**src/sv/gcc_pkg.sv**
```systemverilog
// Shared types, constants and codes for the grid cell counter.
// Used by every module of the block; depends on nothing.
package gcc_pkg;

  // Default storage sizes
  localparam int CELLS_DEFAULT       = 65536;
  localparam int COUNT_WIDTH_DEFAULT = 32;

  // Divider geometry: 32-bit dividend, 16-bit divisor, two quotient bits a cycle
  localparam int DIVIDEND_WIDTH  = 32;
  localparam int DIVISOR_WIDTH   = 16;
  localparam int BITS_PER_CYCLE  = 2;
  localparam int DIV_CYCLES      = DIVIDEND_WIDTH / BITS_PER_CYCLE;

  // Cell index arithmetic: row (17 bits) times columns (17 bits) plus column
  localparam int GRID_WIDTH  = 17;
  localparam int PROD_WIDTH  = 2 * GRID_WIDTH;
  localparam int INDEX_WIDTH = PROD_WIDTH + 1;

  // Configuration port
  localparam int DATA_WIDTH    = 32;
  localparam int ADDR_WIDTH    = 5;
  localparam int REG_IDX_WIDTH = 3;

  localparam logic [REG_IDX_WIDTH-1:0] REG_MIN_X     = 3'd0;
  localparam logic [REG_IDX_WIDTH-1:0] REG_MIN_Y     = 3'd1;
  localparam logic [REG_IDX_WIDTH-1:0] REG_CELL_SIZE = 3'd2;
  localparam logic [REG_IDX_WIDTH-1:0] REG_GRID_COLS = 3'd3;
  localparam logic [REG_IDX_WIDTH-1:0] REG_GRID_ROWS = 3'd4;

  // Input mode codes
  localparam logic MODE_COUNT    = 1'b0;
  localparam logic MODE_FINALIZE = 1'b1;

  // Result outcome codes
  localparam logic [1:0] OUTCOME_OK      = 2'd0;
  localparam logic [1:0] OUTCOME_OUTSIDE = 2'd1;
  localparam logic [1:0] OUTCOME_EMPTY   = 2'd2;

  // Input word
  typedef struct packed {
    logic               mode;
    logic signed [31:0] x_coord;
    logic signed [31:0] y_coord;
  } in_word_t;

  // Result word
  typedef struct packed {
    logic [15:0] cell_index;
    logic        cell_complete;
    logic [1:0]  outcome;
  } out_word_t;

  // Configuration register contents
  typedef struct packed {
    logic signed [31:0]       min_x;
    logic signed [31:0]       min_y;
    logic [15:0]              cell_size;
    logic [GRID_WIDTH-1:0]    grid_cols;
    logic [GRID_WIDTH-1:0]    grid_rows;
  } cfg_t;

  // Controller states
  typedef enum logic [2:0] {
    ST_CLEAR,
    ST_IDLE,
    ST_DIV_X,
    ST_DIV_Y,
    ST_RANGE,
    ST_INDEX,
    ST_READ,
    ST_UPDATE
  } state_t;

  // Controller to datapath commands
  typedef struct packed {
    logic clear_step;
    logic load;
    logic take_col;
    logic take_row;
    logic range_step;
    logic index_step;
    logic finish;
  } cmd_t;

  // Datapath to controller status
  typedef struct packed {
    logic clear_last;
    logic div_done;
    logic out_free;
  } status_t;

endpackage

```
**src/sv/gcc_regs.sv**
```systemverilog
// APB-style configuration registers of the grid cell counter.
// Depends on gcc_pkg for the register map and the cfg_t struct.
module gcc_regs
  import gcc_pkg::*;
(
  input  logic                  clk,
  input  logic                  rst,
  input  logic                  psel,
  input  logic                  penable,
  input  logic                  pwrite,
  input  logic [ADDR_WIDTH-1:0] paddr,
  input  logic [DATA_WIDTH-1:0] pwdata,
  output logic [DATA_WIDTH-1:0] prdata,
  output logic                  pready,
  output cfg_t                  cfg
);

  logic                     wr_en;
  logic [REG_IDX_WIDTH-1:0] reg_idx;

  assign pready  = 1'b1;
  assign wr_en   = psel && penable && pwrite;
  assign reg_idx = paddr[ADDR_WIDTH-1:2];

  // Write the addressed register
  always_ff @(posedge clk) begin
    if (rst) begin
      cfg.min_x     <= '0;
      cfg.min_y     <= '0;
      cfg.cell_size <= 16'd1;
      cfg.grid_cols <= 17'd1;
      cfg.grid_rows <= 17'd1;
    end else if (wr_en) begin
      case (reg_idx)
        REG_MIN_X:     cfg.min_x     <= pwdata;
        REG_MIN_Y:     cfg.min_y     <= pwdata;
        REG_CELL_SIZE: cfg.cell_size <= pwdata[15:0];
        REG_GRID_COLS: cfg.grid_cols <= pwdata[GRID_WIDTH-1:0];
        REG_GRID_ROWS: cfg.grid_rows <= pwdata[GRID_WIDTH-1:0];
        default: ;
      endcase
    end
  end

  // Read back the addressed register
  always_comb begin
    case (reg_idx)
      REG_MIN_X:     prdata = cfg.min_x;
      REG_MIN_Y:     prdata = cfg.min_y;
      REG_CELL_SIZE: prdata = DATA_WIDTH'(cfg.cell_size);
      REG_GRID_COLS: prdata = DATA_WIDTH'(cfg.grid_cols);
      REG_GRID_ROWS: prdata = DATA_WIDTH'(cfg.grid_rows);
      default:       prdata = '0;
    endcase
  end

endmodule

```
**config.mk**
```make
export PLATFORM = sky130hd
export DESIGN_NAME = gcc_regs
export DESIGN_NICKNAME = d
export VERILOG_FILES = /design/src/sv/gcc_pkg.sv /design/src/sv/gcc_regs.sv
export SDC_FILE = /design/constraint.sdc
export NUM_CORES = 1
export LEC_CHECK = 0
export BUFFER_PORTS_ARGS = -buffer_cell sky130_fd_sc_hd__clkbuf_2
export CAP_MARGIN = 5
export CORE_ASPECT_RATIO = 1.75
export CORE_MARGIN = 2
export CORE_UTILIZATION = 46
export DETAILED_ROUTE_END_ITERATION = 10
export PLACE_DENSITY = 0.86
export SYNTH_ARGS = -nofsm -noshare
export SYNTH_HDL_FRONTEND = slang
export SYNTH_SLANG_ARGS = --single-unit
```
**constraint.sdc**
```tcl
create_clock -name clk -period 1 [get_ports clk]
set_input_delay 0 -clock clk [delete_from_list [all_inputs] [get_ports clk]]
set_output_delay 0 -clock clk [all_outputs]
set_load 0.02 [all_outputs]
```
# ---- Yosys cells after proc, flatten, opt, wreduce, memory -nomap -nowiden
# Index checks and enable logic that the tools add are counted.
dict set report classes {
  reduce_logical 8
  eq_ne 4
  mux 1
}
# op n
set op_table {}
lappend op_table {{32-bit case mux with 5 select lines} 1}
lappend op_table {{2-bit AND reduction} 5}
lappend op_table {{3-bit by 2-bit == test with 1-bit output, second input constant} 2}
lappend op_table {{3-bit by 1-bit == test with 1-bit output, second input constant} 1}
lappend op_table {{3-bit == test, second input constant} 1}
lappend op_table {{3-bit zero test} 1}
lappend op_table {{1-bit logical AND} 2}
dict set report totals {
  output_inout_bits 147
  ff_bits 114
  inputBits 42
  word_cells 18
}

# ---- Depth between registers and ports, before layout
# Gate-level depths: netlist (run 1).
dict set report logic_depth {
  ltp_word 3
  mapped_depth 6
  depth_no_buf 3
}

# ---- Worst setup path after synthesis (run 1)
# Ideal clock, no wire load.
dict set report synth_timing {
  path_kind {register -> output}
  from {register cfg[16] (netlist name)}
  to {output port prdata[16]}
  path_slack_ns -0.161
  n_path_buf 0
  path_stages_with_launch 4
  arrival_ns 1.161
  t_required_ns 1.000
  path_cell_list {dfxtp_1 -> mux2i_1 -> a2bb2oi_1 -> o21ai_0}
}
dict set report synth_via {
  elab_chain_len 1
}
# element line
set synth_rtl {}
lappend synth_rtl {{from (decl)} gcc_regs.sv:15} ;# output cfg_t cfg
lappend synth_rtl {{32-bit case mux with 5 select lines} gcc_regs.sv:47} ;# case (reg_idx)
lappend synth_rtl {{to (decl)} gcc_regs.sv:13} ;# output logic [DATA_WIDTH-1:0] prdata,
# No other way between the ends.

# ---- Final worst setup path (run 1)
dict set report layout_timing {
  from {register cfg[44] (netlist name)}
  to {output port prdata[10]}
}
# The elaborated chain is that of the path after synthesis.

==> results of run 1 <==
cell families (layout without fill, tap and decap cells):
group / Yosys count / in the layout
AOI/OAI and AO/OA: 49 / 49
buffers and inverters: 48 / 354
DFF: 114 / 114
muxes: 146 / 146
other: 1 / 1
and+or+nand+nor: 178 / 178
worst max-delay path, cell delays in order, from the launching register on:
cell and delay (ns):
dfxtp_2 0.33, mux2_4 0.29, a22oi_2 0.17, o22ai_2 0.13
clkbuf_8 0.17
synthesized netlist by cell type (all sizes together) (2+ instances only):
cell / n / area share (%)
nand2b: 143 / 16
mux2i: 131 / 24
dfxtp: 114 / 42
a22oi: 30 / 4.1
clkbuf: 26 / 1.8
buf: 21 / 3.2
nor2: 20 / 1.4
mux2: 15 / 3.1
o22ai: 15 / 1.7
nand3: 4 / 0.37
and3: 2 / 0.32
nor2b: 2 / 0.23
worst min path at each step:
stage | startpoint | slack (ns) | to | cells after the start
after floorplan | pwdata[17] | 0.18 | cfg[67] | 2
after global placement | pwdata[21] | 0.27 | cfg[71] | 3
after detailed placement | pwdata[23] | 0.28 | cfg[105] | 3
after CTS | rst | 0.13 | cfg[17] | 4
after global routing | rst | 0.20 | cfg[34] | 4
final | rst | 0.19 | cfg[0] | 4
cell type report:
class,count,area [um^2],share of cell area (%)
Timing Repair Buffer,321,3150,33.5
Multi-Input combinational cell,374,3120,33.2
Sequential cell,114,2370,25.2
Clock buffer,21,440,4.69
Tap cell,135,169,1.80
Clock inverter,11,138,1.46
Inverter,1,3.75,0.0399
per-layer routing:
metal	vias to the layer above	GRT usage, %	wire length (um)
li1	2441	-	-
met1	2748	31.9	7830
met2	368	57.4	12300
met3	140	7.99	1440
met4	0	20.1	1640
met5	-	0	0
placed cells by master, fill, tap and decap left out, drive strengths merged, types with 2 or more instances in the layout:
master	n
nor2b	2
nand2b	143
mux2i	131
clkinvlp	3
nand3	4
bufinv	3
dlygate4sd3	32
dfxtp	114
nor2	20
clkinv	5
clkbuf	97
and3	2
buf	213
a22oi	30
o22ai	15
mux2	15
metrics by stage:
stage,instances,setup TNS [ns]
after CTS,973,-8.16
after detailed placement,879,-13.03
after global placement,879,-8.25
final,977,-9.23
after global routing,977,-10.63
after floorplan,536,-0.0722
power breakdown:
group          internal [W]  switching (W)  total (W)
Clock               0.00389        0.00214    0.00604
Sequential          0.00458      0.0000308    0.00461
Combinational      0.000535       0.000576    0.00111
what timing repair did:
action	in CTS	in global routing
buffers inserted	34	18
endpoints found under the hold margin	106	0
setup endpoints to repair	65	122
gates resized for setup	198	263
pin swaps	14	14
hold buffers	32	0
==> results.toml, run 1 <==
[synth]
yosys.area_share.adder_pct = 0
synth-xor-area-share_pct = 0
seq_area_frac_synth_pct = 41.8
syn_inst = 536
synth_compound_area_share_pct = 6.37
muxShareOfSynthArea_pct = 27.1
synth_seq_cells = 114
avgSynthCellArea_um2 = 10.2
synth.distinct_cells = 29
dominantRegCellSynth = "dfxtp_1"
async_flop_share_pct = 0
synth-simple-area-share_pct = 19.7
synth_nets = 578
ys_warn_count = 0
synth_edf_count = 0
synth_area_um2 = 5460
synth_top_family_by_area = "multiplexers"

[placement]
dpl_cell_area_um2 = 7060
portBuffers = 185
dp_hpwl_mm = 11.8
post-place-ws_ns = -0.156
gp_congestion = 0.864

[timing]
whs_ns = 0.189
period_share_pct = 149
max_freq_ghz = 0.670
rsz0062_at_grt = "yes"
fin_skew_ns = 0
layout_setup_ws_ns = -0.492
min_period_ns = 1.49
hold_viol = 0
setup_violations = 36
slew_violations = 0

[power_and_ir_drop]
power_leakage_nw = 4.47
power_density_nw_per_um2 = 1250
ir_worst_vdd_v = 0.00122
power.total_w = 0.0118

[run_status]
status = "finished with violations"
violations = "negative setup slack"

[layout]
drive_above_1_share_pct = 52.6
syn2layout_area_growth_pct = 72.0
nets = 871
largest_reg_flops = 114
fin_area_um2 = 9400
largest-register = "cfg"
antennaDiodeCount = 0
post-route-util_pct = 81.1
top_regs = "cfg: 114 flops"
nFillCells = 564

[clock_network]
cts_tree = "yes"
cts.path.max_buffers = 2
cts_buffers = 17
cts-root-buf = "clkbuf_16"
cts_max_level = 4
clock_latency_ns = 0.40
clkTransAtPathRegs_ns = 0.05
clock_sink_count = 114

[worst_hold_path]
hold_class = "input port to flop"

[setup_path]
required_ns = 1.00
r2r.worst_path.cells = 4
start_kind = "flop"
critPathKind = "flop to primary output"
startpoint = "cfg[44]"
worst-r2r-setup-slack_ns = 0.07
critPathMaxFanout = 2
reg2reg_from = "cfg[68]"
critical_path.endpoint = "prdata[10]"
setup.worst_path.end_class = "primary output"
worstPathArrival_ns = 1.49
r2r_end = "cfg[68]"

[floorplan]
die_h_um = 148
core_um2 = 11600
rows = 52
boundaryPins = 189
fp.dieW_um = 86.4
start_util_pct = 47.2
die-area_um2 = 12800

[route]
wirelength_mm = 23.2
wl_per_cell_um = 23.8
vias = 5697
drc = 0
drtIter0Drc = 337
detail-route-antenna-nets = 0
vias_per_cell = 5.83
first_pass_iters = 5

[grt]
grt_pass1_vias = 6019
grt_max_degree = 67
grt-ovfl-total = 0
grt_pass1_wl_mm = 31.6
track_usage_pct = 32.0
antenna_found_initial = 0

[flow_run]
drv_cap = 0
No activity file was read; power rests on OpenSTA's default activity.
==> run 2, diff against run 1 <==
Clock period 1 ns to 1.3 ns, I/O delays scaled along.
==> run 2 against run 1 <==
The run still ends with negative setup slack left; cell count shrank 4.5%; final area shrank 14%; worst setup slack better by 0.35 ns; global-route usage decreased by 5.0 points.
==> results.toml, run 2 (synthesis results as in run 1) <==
[run_status]
status = "finished with violations"
violations = "negative setup slack"

[layout]
syn2layout_area_growth_pct = 47.1
layout_commonest_cell = "clkbuf_2"
post-route-util_pct = 69.4
top_regs = "cfg: 114 flops"
nets = 827
antennaDiodeCount = 0
drive_above_1_share_pct = 43.9
layout_common_cells = "167 x clkbuf_2, 143 x nand2b_1, 131 x mux2i_1"
fin_cells = 933
largest_reg_flops = 114
largest-register = "cfg"

[timing]
setup_violations = 17
hold_viol = 0
period_share_pct = 111
fin_skew_ns = 0
layout_setup_ws_ns = -0.137
max_freq_ghz = 0.696
slew_violations = 0
min_period_ns = 1.44
rsz0062_at_grt = "yes"

[clock_network]
cts.path.max_buffers = 2
cts_max_level = 4
clkTransAtPathRegs_ns = 0.05
clock_sink_count = 114
cts-root-buf = "clkbuf_16"
clock_latency_ns = 0.40
cts_tree = "yes"
cts_buffers = 17

[grt]
grt_pass1_vias = 5475
grt-ovfl-total = 0
track_usage_pct = 27.0
antenna_found_initial = 0
grt_max_degree = 66
grt_pass1_wl_mm = 27.1

[floorplan]
die-area_um2 = 12800
rows = 52
start_util_pct = 47.2
core_um2 = 11600
die_h_um = 148
boundaryPins = 189
fp.dieW_um = 86.4

[route]
wl_per_cell_um = 18.7
drtIter0Drc = 219
wirelength_mm = 17.5
detail-route-antenna-nets = 0
drc = 0
vias_per_cell = 5.43
vias = 5064
first_pass_iters = 6

[power_and_ir_drop]
power_density_nw_per_um2 = 1130
swShare_pct = 23.4
sequentialPowerShare_pct = 39.0
comb_power_share_pct = 8.1
ir_worst_vdd_v = 0.000983
power.switching_w = 0.00213
p_int_w = 0.00697
power_leakage_nw = 3.98
pwr-share-clk_pct = 53.0

[placement]
dp_hpwl_mm = 11.1
dp_cells = 839
portBuffers = 185
gp_congestion = 0.846

[setup_path]
worstPathArrival_ns = 1.44
critPathKind = "flop to primary output"
start_kind = "flop"
critPathMaxFanout = 2
required_ns = 1.30
setup.worst_path.end_class = "primary output"

[worst_hold_path]
hold_class = "input port to flop"

[flow_run]
drv_cap = 0
## run 2: changes by cell type in the layout (fill, tap and decap cells not counted), moves of 4 or more
cell / previous run / this run
dfxtp_1: 42 / 81
clkbuf_2: 60 / 167
o22ai_2: 15 / 3
clkbuf_8: 15 / 2
buf_8: 36 / 0
dfxtp_2: 72 / 33
clkinv_4: 0 / 5
buf_6: 90 / 2
clkbuf_1: 4 / 0
clkinv_2: 5 / 1
buf_2: 11 / 1
o22ai_1: 0 / 12
## run 2: stage by stage
stage                     hold slack, ns  total power (W)  TNS [ns]  cell area [um^2]  setup WS (ns)
after floorplan                    0.176          0.00398         0              5460          0.139
after global placement             0.266          0.00421         0              6650         0.0814
after detailed placement           0.283          0.00423         0              6650         0.0440
after CTS                         0.0758          0.00913     -1.52              7970         -0.131
after global routing               0.129          0.00935     -2.12              8040         -0.168
final                             0.0938          0.00910     -1.40              8040         -0.137
## run 2: path summary, 6_finish.rpt
path	slack (ns)	from	to	cells past startpoint
setup / recovery	-0.14	cfg[34]	prdata[0]	4
hold / removal	0.09	rst	cfg[81]	3
setup reg to reg	0.46	cfg[23]	cfg[23]	4
hold reg to reg	0.49	cfg[39]	cfg[39]	2
## run 2: power groups by stage
stage	clock network [W]	logic (W)	registers, W
floorplan	0	0.000335	0.00365
global placement	0	0.000591	0.00362
detailed placement	0	0.000608	0.00362
CTS	0.00487	0.000715	0.00354
global route	0.00502	0.000777	0.00354
finish	0.00482	0.000734	0.00354
## run 2: cell type report
class                   instances  area [um^2]
clock buffers                  18          439
repair buffers                277         1880
multi-input cells             374         3050
clock inverters                14          180
flip-flops and latches        114         2320
fillers                       792         3540
well taps                     135          169
inverters                       1         3.75
## run 2: worst max-delay path, cell delays in order (launching register included)
cell	delay, ns
dfxtp_2	0.32
mux2_4	0.27
a22oi_2	0.15
o22ai_2	0.13
clkbuf_8	0.18
## run 2: layer usage
metal  vias to the layer above  part of all wire (%)  GRT usage [%]
met5                         -                     0              0
met1                      2467                    37           27.6
met3                        38                   4.7           6.66
met2                       200                    55           49.8
met4                         0                   2.6           13.1
li1                       2359                     -              -
## run 2: timing repair
action / 4_1_cts / 5_1_grt
gates resized for setup: 65 / 32
hold buffers: 32 / 0
pin swaps: 24 / 17
endpoints found under the hold margin: 108 / 0
endpoints found under the setup margin: 17 / 17
setup buffers: 28 / 2
