### src/sv/gcc_pkg.sv
// Shared types, constants and codes for the grid cell counter.
// Used by every module of the block; depends on nothing.
package gcc_pkg;

  // Default storage sizes
  localparam int CELLS_DEFAULT       = 65536;
  localparam int COUNT_WIDTH_DEFAULT = 32;

  // Divider geometry: 32-bit dividend, 16-bit divisor, two quotient bits a cycle
  localparam int DIVIDEND_WIDTH  = 32;
  localparam int DIVISOR_WIDTH   = 16;
  localparam int BITS_PER_CYCLE  = 2;
  localparam int DIV_CYCLES      = DIVIDEND_WIDTH / BITS_PER_CYCLE;

  // Cell index arithmetic: row (17 bits) times columns (17 bits) plus column
  localparam int GRID_WIDTH  = 17;
  localparam int PROD_WIDTH  = 2 * GRID_WIDTH;
  localparam int INDEX_WIDTH = PROD_WIDTH + 1;

  // Configuration port
  localparam int DATA_WIDTH    = 32;
  localparam int ADDR_WIDTH    = 5;
  localparam int REG_IDX_WIDTH = 3;

  localparam logic [REG_IDX_WIDTH-1:0] REG_MIN_X     = 3'd0;
  localparam logic [REG_IDX_WIDTH-1:0] REG_MIN_Y     = 3'd1;
  localparam logic [REG_IDX_WIDTH-1:0] REG_CELL_SIZE = 3'd2;
  localparam logic [REG_IDX_WIDTH-1:0] REG_GRID_COLS = 3'd3;
  localparam logic [REG_IDX_WIDTH-1:0] REG_GRID_ROWS = 3'd4;

  // Input mode codes
  localparam logic MODE_COUNT    = 1'b0;
  localparam logic MODE_FINALIZE = 1'b1;

  // Result outcome codes
  localparam logic [1:0] OUTCOME_OK      = 2'd0;
  localparam logic [1:0] OUTCOME_OUTSIDE = 2'd1;
  localparam logic [1:0] OUTCOME_EMPTY   = 2'd2;

  // Input word
  typedef struct packed {
    logic               mode;
    logic signed [31:0] x_coord;
    logic signed [31:0] y_coord;
  } in_word_t;

  // Result word
  typedef struct packed {
    logic [15:0] cell_index;
    logic        cell_complete;
    logic [1:0]  outcome;
  } out_word_t;

  // Configuration register contents
  typedef struct packed {
    logic signed [31:0]       min_x;
    logic signed [31:0]       min_y;
    logic [15:0]              cell_size;
    logic [GRID_WIDTH-1:0]    grid_cols;
    logic [GRID_WIDTH-1:0]    grid_rows;
  } cfg_t;

  // Controller states
  typedef enum logic [2:0] {
    ST_CLEAR,
    ST_IDLE,
    ST_DIV_X,
    ST_DIV_Y,
    ST_RANGE,
    ST_INDEX,
    ST_READ,
    ST_UPDATE
  } state_t;

  // Controller to datapath commands
  typedef struct packed {
    logic clear_step;
    logic load;
    logic take_col;
    logic take_row;
    logic range_step;
    logic index_step;
    logic finish;
  } cmd_t;

  // Datapath to controller status
  typedef struct packed {
    logic clear_last;
    logic div_done;
    logic out_free;
  } status_t;

endpackage

### src/sv/gcc_ctrl.sv
// Controller: sequences clearing, division, index arithmetic and counter update.
// Depends on gcc_pkg for state_t, cmd_t and status_t.
module gcc_ctrl
  import gcc_pkg::*;
(
  input  logic    clk,
  input  logic    rst,
  input  logic    in_valid,
  output logic    in_stall,
  input  status_t status,
  output cmd_t    cmd
);

  state_t state;
  state_t state_next;

  always_ff @(posedge clk) begin
    if (rst) begin
      state <= ST_CLEAR;
    end else begin
      state <= state_next;
    end
  end

  // Next state
  always_comb begin
    state_next = state;
    case (state)
      ST_CLEAR:  if (status.clear_last) state_next = ST_IDLE;
      ST_IDLE:   if (in_valid) state_next = ST_DIV_X;
      ST_DIV_X:  if (status.div_done) state_next = ST_DIV_Y;
      ST_DIV_Y:  if (status.div_done) state_next = ST_RANGE;
      ST_RANGE:  state_next = ST_INDEX;
      ST_INDEX:  state_next = ST_READ;
      ST_READ:   state_next = ST_UPDATE;
      ST_UPDATE: if (status.out_free) state_next = ST_IDLE;
      default:   state_next = ST_CLEAR;
    endcase
  end

  // Outputs
  always_comb begin
    cmd      = '0;
    in_stall = 1'b1;
    case (state)
      ST_CLEAR: cmd.clear_step = 1'b1;
      ST_IDLE: begin
        in_stall = 1'b0;
        cmd.load = in_valid;
      end
      ST_DIV_X:  cmd.take_col   = status.div_done;
      ST_DIV_Y:  cmd.take_row   = status.div_done;
      ST_RANGE:  cmd.range_step = 1'b1;
      ST_INDEX:  cmd.index_step = 1'b1;
      ST_READ:   ;
      ST_UPDATE: cmd.finish     = status.out_free;
      default:   ;
    endcase
  end

endmodule

### config.mk
export PLATFORM = sky130hd
export DESIGN_NAME = gcc_ctrl
export DESIGN_NICKNAME = d
export VERILOG_FILES = /design/src/sv/gcc_pkg.sv /design/src/sv/gcc_ctrl.sv
export SDC_FILE = /design/constraint.sdc
export NUM_CORES = 1
export LEC_CHECK = 0
export ABC_AREA = 1
export BUFFER_PORTS_ARGS = -buffer_cell sky130_fd_sc_hd__clkbuf_2
export CAP_MARGIN = 10
export CELL_PAD_IN_SITES_DETAIL_PLACEMENT = 0
export CELL_PAD_IN_SITES_GLOBAL_PLACEMENT = 1
export CORE_AREA = 2 2 39 41
export CTS_CLUSTER_SIZE = 25
export DETAILED_ROUTE_END_ITERATION = 7
export DIE_AREA = 0 0 41 43
export PLACE_DENSITY = 0.59
export SYNTH_ARGS = -nofsm -noshare
export SYNTH_HDL_FRONTEND = slang
export SYNTH_SLANG_ARGS = --single-unit
export TNS_END_PERCENT = 5
### constraint.sdc
create_clock -name clk -period 1.2 [get_ports clk]
set_input_delay 0.18 -clock clk [delete_from_list [all_inputs] [get_ports clk]]
set_output_delay 0.18 -clock clk [all_outputs]
set_load 0.01 [all_outputs]
# Yosys cells after proc, flatten, opt, wreduce, memory -nomap -nowiden
# Cells that the tools add are included.
[op_classes]
eq_ne = 12
shifts = 0
n_addsub = 0
div_mod_pow = 0
order_cmp = 0
n_mux = 14
n_bitwise = 0
reduce_logical = 2
mul = 0
[ops]
columns = ["operator", "count"]
rows = [
  ["case mux 3 bit (8 select lines)", 1],
  ["two-way mux 3 bit", 5],
  ["== test 3 bit, second input constant", 4],
  ["inequality test 2 bit, second input constant", 5],
  ["two-way mux 1 bit", 8],
  ["== test 3 x 2 -> 1 bit, second input constant", 2],
  ["AND reduction 5 bit", 1],
  ["== test 3 x 1 -> 1 bit, second input constant", 1],
  ["zero test 3 bit", 1],
]
[word_totals]
ff_bits = 3
latch_bits = 0
output_inout_bits = 8
word_cells = 29
mem_bits_rw = 0
input_bits = 6
romBits = 0
memories = 0

# Logic depth before layout (Yosys ltp)
# Gate-level depths: netlist (run 1).
[depth]
ltp_word = 3
depth_mapped = 8

# Least setup slack after synthesis (run 1)
# OpenSTA, ideal clock, no wires.
[synth_timing]
path_type = "reg-to-output"
from = "register state[1]"
to = "output port cmd[4] (netlist name)"
n_path_buf = 1
path_stages_with_launch = 4
t_arrival_ns = 0.899
path_slack_ns = 0.121
t_required_ns = 1.020
path_cell_list = "dfxtp_1 buf_4 inv_1 nor4_1"
[synth_lines]
columns = ["item", "line", "source"]
rows = [
  ["from (decl)", "gcc_ctrl.sv:14", "state_t state;"],
  ["from (signal assigned)", "gcc_ctrl.sv:21", "state <= state_next;"],
  ["to (decl)", "gcc_ctrl.sv:11", "output cmd_t cmd"],
]

==> results of run 1 <==
[worst reg2reg max path: stages (launching register included)]
cell	delay, ns
dfxtp_4	0.36
buf_6	0.13
nor2_1	0.12
nand3_2	0.09
nand2_2	0.10
o21ai_1	0.08
a21oi_2	0.11
[area by class of cell]
| cell class | instances | area share [%] |
|---|---|---|
| sequential | 3 | 15.2 |
| tap | 16 | 4.26 |
| timing repair buffer | 16 | 19.4 |
| clock buffer | 4 | 5.59 |
| multi-input combinational | 33 | 45.2 |
| inverter | 11 | 10.4 |
[metal layers]
layer / up-vias / GRT usage (%) / share of wire [%]
met2: 9 / 14.4 / 51
li1: 191 / - / -
met3: 0 / 4.71 / 6.9
met1: 164 / 13.5 / 42
met5: - / 0 / 0
met4: 0 / 2.00 / 0
[power groups by stage]
stage	logic [W]	clock network, W	registers, W
CTS	0.000575	0.000184	0.000250
floorplan	0.000485	0	0.000153
finish	0.000593	0.000172	0.000275
global route	0.000674	0.000195	0.000291
global placement	0.000554	0	0.000224
detailed placement	0.000550	0	0.000221
[per-stage QoR]
step / instances / TNS [ns] / worst slack, ns / util, % / hold slack [ns]
global route: 83 / -0.255 / -0.0592 / 34.0 / 0.115
finish: 83 / -0.0144 / -0.0144 / 34.0 / 0.115
floorplan: 49 / 0 / 0.121 / - / 0.242
detailed placement: 78 / 0 / 0.0695 / 28.4 / 0.362
global placement: 78 / 0 / 0.0129 / 28.4 / 0.361
CTS: 83 / -0.0592 / -0.0232 / 32.8 / 0.107
[kinds of logic (layout without fill, tap and decap cells)]
logic type / Yosys count / after routing / share of synthesized area [%]
and+or+nand+nor: 27 / 27 / 51.2
buffers and inverters: 13 / 31 / 18.3
AOI/OAI and AO/OA: 6 / 6 / 11.0
DFF: 3 / 3 / 19.5
[synth_stat cells]
cell / instances
a21oi_1: 2
a21oi_2: 1
buf_4: 2
dfxtp_1: 3
inv_1: 9
inv_2: 2
nand2_1: 4
nand2_2: 2
nand3_1: 3
nand3_2: 4
nand4_1: 1
nor2_1: 6
nor2_2: 3
nor2_4: 1
nor3_1: 2
nor4_1: 1
o21ai_0: 2
o21ai_1: 1
[timing repair]
item	CTS	global route
setup buffers	1	0
gates resized for setup	10	12
endpoints found under the setup margin	8	7
cloned	0	0
pin swaps	1	1
[worst max path at each step]
stage | end | slack (ns) | depth (start not counted)
floorplan | cmd[4] | 0.12 | 3
global placement | state[0]$_SDFFE_PP0P_ | 0.01 | 5
detailed placement | state[0]$_SDFFE_PP0P_ | 0.07 | 6
CTS | cmd[5] | -0.02 | 4
global route | cmd[4] | -0.06 | 2
finish | cmd[4] | -0.01 | 2
==> flow_summary.json, run 1 <==
{
  "switchingPower_w": 0.000491,
  "cts_tree": "done",
  "fin_area_um2": 470,
  "r2r-start": "state[1]$_SDFFE_PP0P_",
  "hp-class": "in2reg",
  "largest_register": "state",
  "track_usage_pct": 10.0,
  "critical_path_buf_inv_count": 1,
  "crit_required_ns": 1.02,
  "synth_cell_types": 18,
  "largest_registers": "state: 3 flops",
  "initial_core_util_pct": 22.2,
  "dp_hpwl_um": 595,
  "syn_area_per_cell_um2": 6.28,
  "dieArea_mm2": 0.00176,
  "holdBufCountCts": 0,
  "critPathLaunch": "state[2]$_SDFFE_PP0P_",
  "clkSinkCount": 3,
  "fill_cells": 167,
  "p_int_w": 0.000548,
  "synth_seq_cells": 3,
  "drt_iter0_markers": 0,
  "drv_slew": 0,
  "status": "complete, but fails checks",
  "cpMaxStageDelayCell": "dfxtp_4",
  "hold_viol_final": 0,
  "power_frac_comb_pct": 57.0,
  "switching_share_pct": 47.3,
  "crit_fanout": 6,
  "overflow": 0,
  "antenna_found_initial": 0,
  "wl_per_cell_um": 8.55,
  "coreArea_mm2": 0.00138,
  "clk_pin_slew_ns": 0.04,
  "routabilityCongestion": 0.609,
  "synthesis.nets": 55,
  "largest_reg_flops": 3,
  "drive_above_1_share_pct": 59.7,
  "synth_top_area_cell": "dfxtp_1",
  "firstDrtPassIters": 1,
  "period_minus_slack_ns": 1.21,
  "ir_drop_mv": 0.738,
  "cp_top_family": "flip-flops",
  "setup_slack_ns": -0.0144,
  "fmax_mhz": 823,
  "power_frac_clock_pct": 16.6,
  "seqPwrFrac_pct": 26.4,
  "antenna_cells": 0,
  "finalSetupViolCount": 1,
  "slowest_delay_ns": 0.37,
  "timing.rr.end": "state[0]$_SDFFE_PP0P_",
  "regToRegSetupSlack_ns": 0.15,
  "num_vias": 364,
  "crit_type": "reg2out",
  "ys_top_cells_by_area": "dfxtp_1 (20%), nand3_2 (13%), inv_1 (11%), nor2_1 (7.3%), nor2_2 (6.1%)",
  "drc": 0,
  "synth.top_cell.area_share_pct": 19.5,
  "area_growth_syn_to_layout_pct": 52.8,
  "grt_max_degree": 10,
  "syn_area_um2": 308,
  "finalWirelength_um": 710,
  "p_leak_nw": 0.243,
  "synth-seq-area-share_pct": 19.5,
  "crit_chain": "nor4_2 -> buf_2",
  "cts-root-buf": "clkbuf_4",
  "holdPathStages": 2,
  "final_cell_mix": "inv_1 (7), clkbuf_2 (7), nor2_1 (6), buf_2 (6), nand3_2 (5)",
  "hold_start": "rst",
  "core.rowCount": 14,
  "yosysWarnings": 0,
  "violations": "negative setup slack",
  "crit_arrival_ns": 1.03,
  "r2r_cells": 6,
  "io_buffers": 13,
  "ff_latch_area_um2": 71.3,
  "io_pins": 14,
  "grt_pass1_wl_mm": 1.21,
  "drtAntennaViolNets": 0,
  "multi_input_area_um2": 213,
  "routed_via_density": 4.39,
  "holdPathEnd": "state[0]$_SDFFE_PP0P_",
  "worstSetupEndpointType": "primary output",
  "dpl-instance-area_um2": 393,
  "clock_path_buffers": 2,
  "clock_latency_ns": 0.23,
  "crit_path_start_kind": "register",
  "cts-buffers-inserted": 3,
  "powerDensity_mw_per_mm2": 2210,
  "fin_crit_sh_pct": 101,
  "p_total_w": 0.00104,
  "tightest_slew_ns": 0.188,
  "maxSlewHeadroom_pct": 87.4,
  "syn_inst": 49,
  "maxCapViolations": 0,
  "grt_pass1_vias": 311,
  "htree_levels": 1,
  "die_w_um": 41,
  "fp.dieH_um": 43,
  "finalNetCount": 74,
  "rsz0062_at_grt": "yes",
  "skew_ns": 0.000503
}
Note: power is estimated with default switching activity, not from simulation.
==> inputs of run 2 (changes only) <==
--- a/config.mk
+++ b/config.mk
@@ -15,6 +15,7 @@
 export DETAILED_ROUTE_END_ITERATION = 7
 export DIE_AREA = 0 0 41 43
 export PLACE_DENSITY = 0.59
+export REMOVE_ABC_BUFFERS = 1
 export SYNTH_ARGS = -nofsm -noshare
 export SYNTH_HDL_FRONTEND = slang
 export SYNTH_SLANG_ARGS = --single-unit
==> flow_summary.json, run 2 (same netlist as run 1, synthesis figures left out) <==
{
  "htree_levels": 1,
  "hp-class": "in2reg",
  "clock_latency_ns": 0.23,
  "initial_core_util_pct": 22.2,
  "drc": 0,
  "antenna_found_initial": 0,
  "hold_start": "rst",
  "drive_above_1_share_pct": 63.2,
  "grt_max_degree": 9,
  "die_w_um": 41,
  "clock_path_buffers": 2,
  "switching_share_pct": 46.8,
  "tightest_slew_ns": 0.178,
  "maxCapViolations": 0,
  "firstDrtPassIters": 3,
  "violations": "negative setup slack",
  "crit_fanout": 6,
  "largest_register": "state",
  "grt_pass1_wl_mm": 1.19,
  "hold_viol_final": 0,
  "crit_arrival_ns": 1.03,
  "timing.rr.end": "state[0]$_SDFFE_PP0P_",
  "cts-root-buf": "clkbuf_4",
  "status": "complete, but fails checks",
  "holdPathStages": 2,
  "finalSetupViolCount": 2,
  "ir_drop_mv": 0.895,
  "cts-buffers-inserted": 3,
  "r2r-start": "state[0]$_SDFFE_PP0P_",
  "fin_crit_sh_pct": 101,
  "largest_registers": "state: 3 flops",
  "dp_hpwl_um": 601,
  "finalNetCount": 75,
  "final_core_util_pct": 35.4,
  "coreArea_mm2": 0.00138,
  "rsz0062_at_grt": "yes",
  "holdPathEnd": "state[0]$_SDFFE_PP0P_",
  "ff_latch_area_um2": 71.3,
  "fp.dieH_um": 43,
  "skew_ns": 0.000536,
  "power_frac_clock_pct": 15.6,
  "cts_tree": "done",
  "finalWirelength_um": 761,
  "drv_slew": 0,
  "drt_iter0_markers": 1,
  "antenna_cells": 0,
  "area_growth_syn_to_layout_pct": 59.3,
  "crit_type": "reg2out",
  "period_minus_slack_ns": 1.21,
  "routed_via_density": 4.27,
  "r2r_cells": 7,
  "maxSlewHeadroom_pct": 88.0,
  "core.rowCount": 14,
  "p_total_w": 0.00112,
  "fill_cells": 164,
  "drtAntennaViolNets": 0,
  "largest_reg_flops": 3,
  "regToRegSetupSlack_ns": 0.09,
  "wl_per_cell_um": 9.06,
  "seqPwrFrac_pct": 23.5,
  "p_int_w": 0.000594,
  "clk_pin_slew_ns": 0.04,
  "crit_path_start_kind": "register",
  "track_usage_pct": 10.0,
  "hold_slack_ns": 0.116,
  "grt_pass1_vias": 339,
  "fin_area_um2": 490,
  "power_frac_comb_pct": 60.8,
  "setup_tns_ns": -0.0160,
  "crit_required_ns": 1.02,
  "final_cell_mix": "inv_1 (7), clkbuf_2 (7), buf_2 (6), nor2_1 (5)",
  "powerDensity_mw_per_mm2": 2280,
  "io_pins": 14,
  "dieArea_mm2": 0.00176,
  "setup_slack_ns": -0.0145,
  "num_vias": 359,
  "multi_input_area_um2": 225,
  "holdBufCountCts": 0,
  "io_buffers": 13,
  "clkSinkCount": 3,
  "overflow": 0,
  "dpl-instance-area_um2": 393,
  "routabilityCongestion": 0.725,
  "worstSetupEndpointType": "primary output",
  "switchingPower_w": 0.000523,
  "p_leak_nw": 0.251,
  "fmax_mhz": 823
}
==> run 2: cell types whose count changed in the layout (fill, tap and decap cells not counted), sizes merged <==
cell	before	now
buf	9	10
==> run 2: stage by stage <==
stage | setup WS (ns) | instances
final | -0.0145 | 84
after global routing | -0.0690 | 84
after CTS | -0.0279 | 84
after detailed placement | 0.0412 | 78
after global placement | 0.0455 | 78
after floorplan | 0.0669 | 47
==> run 2: worst max-delay path, cell delays in order, from the launching register on <==
cell,delay (ns)
dfxtp_4,0.38
inv_2,0.07
nor4_2,0.19
buf_2,0.16
==> run 2: worst max-delay path by stage <==
stage	slack, ns	to	start
6_report	-0.01	cmd[4]	state[1]$_SDFFE_PP0P_
3_5_place_dp	0.04	state[0]$_SDFFE_PP0P_	state[0]$_SDFFE_PP0P_
3_3_place_gp	0.05	state[0]$_SDFFE_PP0P_	state[0]$_SDFFE_PP0P_
5_1_grt	-0.07	cmd[1]	state[1]$_SDFFE_PP0P_
2_1_floorplan	0.07	cmd[4]	state[1]$_SDFFE_PP0P_
4_1_cts	-0.03	cmd[3]	state[0]$_SDFFE_PP0P_
==> run 2: layout make-up <==
class / count / area share [%]
clock buffers: 4 / 5.36
inverters: 11 / 9.95
multi-input cells: 33 / 45.9
flip-flops and latches: 3 / 14.5
well taps: 16 / 4.08
repair buffers: 17 / 20.2
==> run 2: what timing repair did <==
action                                  in CTS  in global routing
endpoints found under the hold margin        0                  0
endpoints found under the setup margin       8                  7
pin swaps                                    2                  1
buffers inserted                             2                  0
gates cloned                                 0                  0
gates resized for setup                     14                 13
==> run 2: power by group through the flow <==
stage / clock network [W] / registers (W) / logic (W)
after global routing: 0.000194 / 0.000273 / 0.000752
after CTS: 0.000186 / 0.000233 / 0.000636
after detailed placement: 0 / 0.000217 / 0.000547
final: 0.000174 / 0.000263 / 0.000680
after floorplan: 0 / 0.000212 / 0.000380
after global placement: 0 / 0.000216 / 0.000555
==> run 2: metal layers <==
layer	up-vias	wire (um)	GRT usage, %
li1	194	-	-
met1	158	355	11.8
met2	7	382	15.0
met3	0	24	0
met4	0	0	10.0
met5	-	0	0
==> inputs of run 3 (changes only) <==
--- a/config.mk
+++ b/config.mk
@@ -10,10 +10,10 @@
 export CAP_MARGIN = 10
 export CELL_PAD_IN_SITES_DETAIL_PLACEMENT = 0
 export CELL_PAD_IN_SITES_GLOBAL_PLACEMENT = 1
-export CORE_AREA = 2 2 39 41
+export CORE_AREA = 3 3 40 42
 export CTS_CLUSTER_SIZE = 25
 export DETAILED_ROUTE_END_ITERATION = 7
-export DIE_AREA = 0 0 41 43
+export DIE_AREA = 0 0 43 45
 export PLACE_DENSITY = 0.59
 export REMOVE_ABC_BUFFERS = 1
 export SYNTH_ARGS = -nofsm -noshare
==> flow_summary.json, run 3 (same netlist as run 1, synthesis figures left out) <==
{
  "worstSetupEndpointType": "primary output",
  "clk_pin_slew_ns": 0.04,
  "powerDensity_mw_per_mm2": 2200,
  "p_leak_nw": 0.248,
  "overflow": 0,
  "routed_via_density": 4.29,
  "hp-class": "in2reg",
  "final_cell_mix": "clkbuf_2 (8), inv_1 (7), nor2_1 (6), buf_2 (5)",
  "finalSetupViolCount": 0,
  "tightest_slew_ns": 0.236,
  "track_usage_pct": 9.48,
  "drv_slew": 0,
  "ir_drop_mv": 0.961,
  "fp.dieH_um": 45,
  "grt_pass1_wl_mm": 1.39,
  "io_buffers": 13,
  "wl_per_cell_um": 9.10,
  "ff_latch_area_um2": 71.3,
  "largest_register": "state",
  "rsz0062_at_grt": "yes",
  "crit_path_start_kind": "register",
  "skew_ns": 0.00205,
  "maxSlewHeadroom_pct": 84.1,
  "crit_required_ns": 1.02,
  "io_pins": 14,
  "largest_reg_flops": 3,
  "crit_chain": "nor4_2 -> buf_2",
  "cts_tree": "done",
  "antenna_found_initial": 0,
  "largest_registers": "state: 3 flops",
  "finalNetCount": 75,
  "grt_pass1_vias": 353,
  "fmax_mhz": 835,
  "firstDrtPassIters": 4,
  "num_vias": 356,
  "status": "finished clean",
  "layout_commonest_cell": "clkbuf_2",
  "setup_slack_ns": 0.00291,
  "crit_arrival_ns": 1.02,
  "finalWirelength_um": 755,
  "cts-root-buf": "clkbuf_4",
  "die_w_um": 43,
  "dieArea_mm2": 0.00194,
  "finalNonFillerCells": 83,
  "regToRegSetupSlack_ns": 0.13,
  "htree_levels": 1,
  "fin_crit_sh_pct": 99.8,
  "multi_input_area_um2": 213,
  "hold_viol_final": 0,
  "maxCapViolations": 0,
  "cts-buffers-inserted": 3,
  "drt_iter0_markers": 4,
  "clock_path_buffers": 2,
  "clkSinkCount": 3,
  "initial_core_util_pct": 24.0,
  "crit_fanout": 6,
  "drive_above_1_share_pct": 60.3,
  "slowest_delay_ns": 0.37,
  "fill_cells": 148,
  "grt_max_degree": 10,
  "area_growth_syn_to_layout_pct": 54.1,
  "cpMaxStageDelayCell": "dfxtp_4",
  "dpl.cell_count": 77,
  "period_minus_slack_ns": 1.20,
  "crit_type": "reg2out",
  "antenna_cells": 0,
  "clock_latency_ns": 0.23,
  "drc": 0,
  "coreArea_mm2": 0.00128,
  "post-place-ws_ns": 0.0625,
  "core.rowCount": 13,
  "dp_hpwl_um": 593,
  "drtAntennaViolNets": 0,
  "routabilityCongestion": 0.680
}
## run 3: timing repair
item	in CTS	in global routing
endpoints found under the setup margin	8	8
pin swaps	1	1
cloned	0	0
endpoints found under the hold margin	0	0
gates resized for setup	12	8
buffers inserted	2	0
hold buffers	0	0
## run 3: area by class of cell
class                      instances  share of cell area (%)
sequential                         3                    15.0
timing repair buffer              17                    20.8
clock buffer                       4                    5.54
tap                               15                    3.96
multi-input combinational         33                    44.9
inverter                          11                    9.76
## run 3: through the flow
stage                     total power (W)  hold WS, ns  setup TNS (ns)  area, um2  util [%]
after floorplan                  0.000592        0.242               0        293         -
after global placement           0.000773        0.364               0        392      30.5
after detailed placement         0.000767        0.362               0        392      30.5
after CTS                         0.00104        0.110         -0.0436        467      36.3
after global routing              0.00117        0.109          -0.360        474      36.9
final                             0.00104        0.112               0        474      36.9
## run 3: power by group
group | internal (W) | switching (W) | leakage, nW
logic | 0.000264 | 0.000332 | 0.206
registers | 0.000163 | 0.000106 | 0.0267
clock network | 0.000125 | 0.0000511 | 0.0150
## run 3: worst paths after layout
| path | depth (start not counted) | end | start |
|---|---|---|---|
| max reg2reg | 7 | state[2]$_SDFFE_PP0P_ | state[1]$_SDFFE_PP0P_ |
| min | 2 | state[0]$_SDFFE_PP0P_ | rst |
| max | 2 | cmd[4] | state[2]$_SDFFE_PP0P_ |
| min reg2reg | 2 | state[0]$_SDFFE_PP0P_ | state[0]$_SDFFE_PP0P_ |
## run 3: worst max-delay path, delay by kind of cell (launching register included)
family | cells | cell delay (ns)
AND/OR/NAND/NOR | 1 | 0.25
flip-flops | 1 | 0.37
buffers and inverters | 1 | 0.16
## run 3: layer usage
metal  global-route usage, %  vias up  wire length (um)
met5                       0        -                 0
met4                    1.81        0                 0
met3                    5.58        0                47
met2                    15.0        8               387
met1                    11.3      154               320
li1                        -      194                 -
